### src/rtl/tsbc_pkg.sv
// ----------------------------------------------------------------------------
// tsbc_pkg
// shared constants, types and diffusion matrices for the table s-box cipher
// ----------------------------------------------------------------------------
package tsbc_pkg;

    localparam int LanesDefault = 8;
    localparam int MaxLanes     = 16;
    localparam int LaneW        = 16;
    localparam int WordW        = 64;
    localparam int RoundW       = 6;
    localparam int FuncW        = 2;
    localparam int LaneIdxW     = 4;
    localparam logic [RoundW-1:0] RoundReset = 6'd8;

    typedef enum logic [FuncW-1:0] {
        FUNC_LOAD    = 2'd0,
        FUNC_ENCRYPT = 2'd1,
        FUNC_DECRYPT = 2'd2,
        FUNC_NONE    = 2'd3
    } t_func;

    typedef logic [LaneW-1:0] t_lane_val;

    // control from the sequencer to the lanes
    typedef struct packed {
        logic                load;
        logic                rd;
        logic                inv;
        logic [LaneIdxW-1:0] lane;
        logic [LaneW-1:0]    addr;
        logic [LaneW-1:0]    value;
    } t_lane_ctl;

    function automatic int eff_lanes(input int n);
        return (n >= 16) ? 16 : ((n >= 12) ? 12 : 8);
    endfunction

    function automatic logic [MaxLanes-1:0] mix_row(input int n, input int i);
        logic [MaxLanes-1:0] m8 [8];
        logic [MaxLanes-1:0] m12 [12];
        logic [MaxLanes-1:0] m16 [16];
        m8  = '{16'h9E, 16'hB3, 16'h67, 16'hCF, 16'hEC, 16'h35, 16'h7B, 16'hF6};
        m12 = '{16'h7E1, 16'hE72, 16'h57C, 16'hECC, 16'h3D6, 16'hAA7,
                16'h85F, 16'hCB9, 16'hF15, 16'h33B, 16'h58F, 16'h9EA};
        m16 = '{16'hFFFE, 16'hCCC1, 16'hAAA1, 16'h9991, 16'h6689, 16'h5585,
                16'h3383, 16'h007F, 16'hE069, 16'hD055, 16'hB033, 16'h700F,
                16'h0E69, 16'h0D55, 16'h0B33, 16'h070F};
        if (n == 16) begin
            return m16[i];
        end else if (n == 12) begin
            return m12[i % 12];
        end
        return m8[i % 8];
    endfunction

endpackage

### src/rtl/tsbc_mix.sv
// ----------------------------------------------------------------------------
// tsbc_mix
// xor diffusion matrix merging all lanes
// ----------------------------------------------------------------------------
module tsbc_mix #(
    parameter int Lanes = tsbc_pkg::LanesDefault
) (
    input  tsbc_pkg::t_lane_val i_v [tsbc_pkg::eff_lanes(Lanes)],
    output tsbc_pkg::t_lane_val o_v [tsbc_pkg::eff_lanes(Lanes)]
);

    localparam int N = tsbc_pkg::eff_lanes(Lanes);

    always_comb begin
        logic [tsbc_pkg::MaxLanes-1:0] row;
        for (int i = 0; i < N; i++) begin
            o_v[i] = '0;
            row    = tsbc_pkg::mix_row(N, i);
            for (int j = 0; j < N; j++) begin
                if (row[j]) begin
                    o_v[i] = o_v[i] ^ i_v[j];
                end
            end
        end
    end

endmodule

### config.mk
export PLATFORM = sky130hd
export DESIGN_NAME = tsbc_mix
export DESIGN_NICKNAME = d
export VERILOG_FILES = /design/src/rtl/tsbc_pkg.sv /design/src/rtl/tsbc_mix.sv
export SDC_FILE = /design/constraint.sdc
export NUM_CORES = 1
export LEC_CHECK = 0
export ABC_AREA = 1
export BUFFER_PORTS_ARGS = -buffer_cell sky130_fd_sc_hd__clkbuf_2
export CORE_MARGIN = 2
export CORE_UTILIZATION = 54
export DETAILED_ROUTE_END_ITERATION = 16
export PLACE_DENSITY = 0.95
export SYNTH_ARGS = -nofsm -noshare
export SYNTH_HDL_FRONTEND = slang
export SYNTH_SLANG_ARGS = --single-unit
### constraint.sdc
create_clock -name vclk -period 2.5
set_clock_uncertainty 0.2 [all_clocks]
set_input_delay 0.25 -clock vclk [all_inputs]
set_output_delay 0.25 -clock vclk [all_outputs]
set_load 0.05 [all_outputs]
* After elaboration in Yosys (flattened, before gate mapping)
Cells that the tools add are included.
Storage, ports and cells: register bits after elaboration 0, bits in latches 0, RAM bits 0, memory bits (read-only) 0, input port bits 128, output and inout bits 128, logic and storage cells 29, memories kept 0
Operators by class: add/subtract/negate cells 0, multiply operators 0, div/mod/pow operators 0, magnitude comparators 0, eq/ne operators 0, shift-type cells 0, mux-type cells 0, bitwise operators 29, reductions and logical operators 0
Operators with widths (count):
- 16-bit bitwise XOR | 29

* Logic depth before layout (Yosys ltp)
depth after elaboration 5, depth in mapped cells 8, mapped depth without buffers 8

* Worst setup path after synthesis
No wires, ideal clock.
path type input-to-output, start point in i_v[64] (netlist name), end point out o_v[112] (netlist name), arrival 1.431 ns, required time 2.050 ns, slack 0.619 ns, cell stages on the path 4, path buffers 1, cells stage by stage buf_2 -> xnor2_1 -> inv_1 -> xor2_1
RTL lines:
- from (decl) | RTL line tsbc_mix.sv:8 | input tsbc_pkg::t_lane_val i_v [tsbc_pkg::eff_lanes(Lanes)],
- to (decl) | RTL line tsbc_mix.sv:9 | output tsbc_pkg::t_lane_val o_v [tsbc_pkg::eff_lanes(Lanes)]

==> results.md <==
- Run status: finished, final reports clean
- Horiz. Die Dim: between 100 and 150 um
- Min-Delay Path Depth: 4
- Pleak: ~4.6 nW
- Final WL: approximately 14000 um
- Post-synth top area share: 37.4%
- Detail Placement HPWL: 12900 um
- Fmax: approximately 560 MHz
- Final worst-path cycle share: between 70% and 80%
- Worst Tran Pin Value: around 0.36 ns
- Register area: 0 um^2
- Row cnt: 36
- Die Ht: 104 um
- Hold WC Path Type: in -> out
- Die area: between 10000 and 15000 um^2
- Routability cong.: roughly 0.9
- Synth unique cells: 12
- Cell internal pwr: between 0.7 and 0.8 mW
- Most common cell in the netlist: nand2_1
- Final setup viols: 0
- Max_slew headroom: between 70% and 80%
- WP data required: around 2.1 ns
- Vias: between 6000 and 7000
- Syn nets: between 1000 and 1500
- Sequential Power Share: 0%
- Overflow after GRT: 0
- # fillers: between 800 and 900
- Critical path type: in -> out
- Initial antenna violation count: 0
- First-pass GRT wire length: 24400 um
- 1st-iter DRT viols: roughly 230
- Fin Setup TNS: 0 ns
- Mean Syn Cell Area: ~4.9 um^2
- Starting density of the core: a little under three fifths
- Cts hold-fix bufs: 0
- Final worst path period need: around 1.8 ns
- Placed cells: between 1000 and 1500
- Largest net degree at the start of global routing: 7
- Hold Crit Start: i_v[15]
- Vias in the first global route: around 6000
- Synth Cell Area: roughly 5400 um^2
- Layout cells sized above 1: 25.1%
- Worst Hold End: o_v[111]
- Post-CTS Setup Inserts: 0
- Register area share after synthesis: 0%
- Clock Power Share: 0%
- Combinational share of power: 100.0%
- CLK BUF: 0
- # DRC: 0
- Critical Path Source Type: primary input
- Boundary pin count: about 260
- Number of vias per cell: between 4 and 5
- Antenna Cells: 0
- Nets: around 1500
- Layout Cells excl Fill: approximately 1500
- Post-CTS sizing: 0
- Number of sequential cells: 0
- PD cells: around 450 nW/um^2
- Warnings, synthesis: 0
- Most common library cells after synthesis: 533 x nand2_1, 140 x inv_1, 95 x xor2_1
- Worst EP arrival: about 1.3 ns
- IO buf count: between 200 and 300
- Ranking of synthesized cells by area: nand2_1 37%, xor2_1 16%, xnor2_1 13%
- Endpoint type of the worst setup path: output pin
- Max-slew violations: 0
- Worst VDD drop: around 0.39 mV
- Remaining antenna violation count: 0
- Post-synthesis cell count: ~1100
- Area of the core: 9680 um^2
- Maximum fanout along the worst path: 3
- Switch Pwr: between 2 and 2.5 mW
- Yosys top cell by area: nand2_1
- Hold Violations, Final: 0
- RSZ-0062 raised after global routing: false
- Switching Share: between 70% and 80%
- Max cap viols: 0
- TritonRoute pass-1 iters: 5
- Area Growth Syn to Fin: 23.8%
- Total track usage: between 20% and 30%
- Drt wl/cell: between 9 and 10 um
-- stage by stage --
| step | utilization, % | area (um^2) | power [mW] | setup slack [ns] | hold WS, ns |
|---|---|---|---|---|---|
| finish | 68.4 | 6630 | 2.97 | 0.728 | 0.793 |
| global route | 68.4 | 6630 | 3.18 | 0.659 | 0.825 |
| CTS | 68.4 | 6630 | 2.97 | 0.758 | 0.793 |
| detailed placement | 68.4 | 6630 | 2.96 | 0.765 | 0.792 |
| global placement | 68.4 | 6630 | 2.93 | 0.802 | 0.778 |
| floorplan | - | 5350 | 2.31 | 0.619 | 0.642 |
-- cell type report --
class	instances	area, um^2	share of cell area (%)
multi-input cells	893	4540	68.5
repair buffers	256	1280	19.3
inverters	171	642	9.68
well taps	133	166	2.51
-- critical path, stage by stage --
cell and delay, ns:
clkbuf_2 0.10, inv_1 0.07, nand2_1 0.08, nand2_1 0.11
nand2_1 0.06, nand2_1 0.12, xor2_1 0.21, clkbuf_2 0.31
-- placed cells by master, fill, tap and decap left out --
cell      count
clkbuf_2    256
inv_1       140
inv_2        31
nand2_1     533
nand2_2      43
nand3_1      94
nand3b_1     17
nor2_1       28
xnor2_1      82
xor2_1       95
xor2_2        1
-- worst max path at each step --
stage	slack (ns)	end	start	cells after the start
2_1_floorplan	0.62	o_v[112]	i_v[64]	4
3_3_place_gp	0.80	o_v[80]	i_v[96]	8
3_5_place_dp	0.77	o_v[80]	i_v[96]	8
4_1_cts	0.76	o_v[80]	i_v[96]	8
5_1_grt	0.66	o_v[85]	i_v[117]	8
6_report	0.73	o_v[80]	i_v[96]	8
-- kinds of logic (layout without fill, tap and decap cells) --
group                  Yosys count  after routing  share of synthesized area [%]
AND/OR/NAND/NOR                715            715                           55.5
XOR/XNOR                       178            178                           29.3
buffers and inverters          203            427                           15.2
-- power groups by stage --
stage	combinational, mW	clock, mW	sequential, mW
after floorplan	2.31	0	0
after global placement	2.93	0	0
after detailed placement	2.96	0	0
after CTS	2.97	0	0
after global routing	3.18	0	0
final	2.97	0	0
-- per-layer routing --
metal | vias up | routed length [um] | global-route usage, % | share of wire, %
met5 | - | 0 | 0 | 0
met4 | 0 | 261 | 5.21 | 1.8
met3 | 28 | 853 | 2.64 | 5.9
met2 | 227 | 7550 | 51.4 | 52
met1 | 2937 | 5720 | 27.3 | 40
li1 | 3674 | - | - | -
No activity file was read; power rests on OpenSTA's default activity.
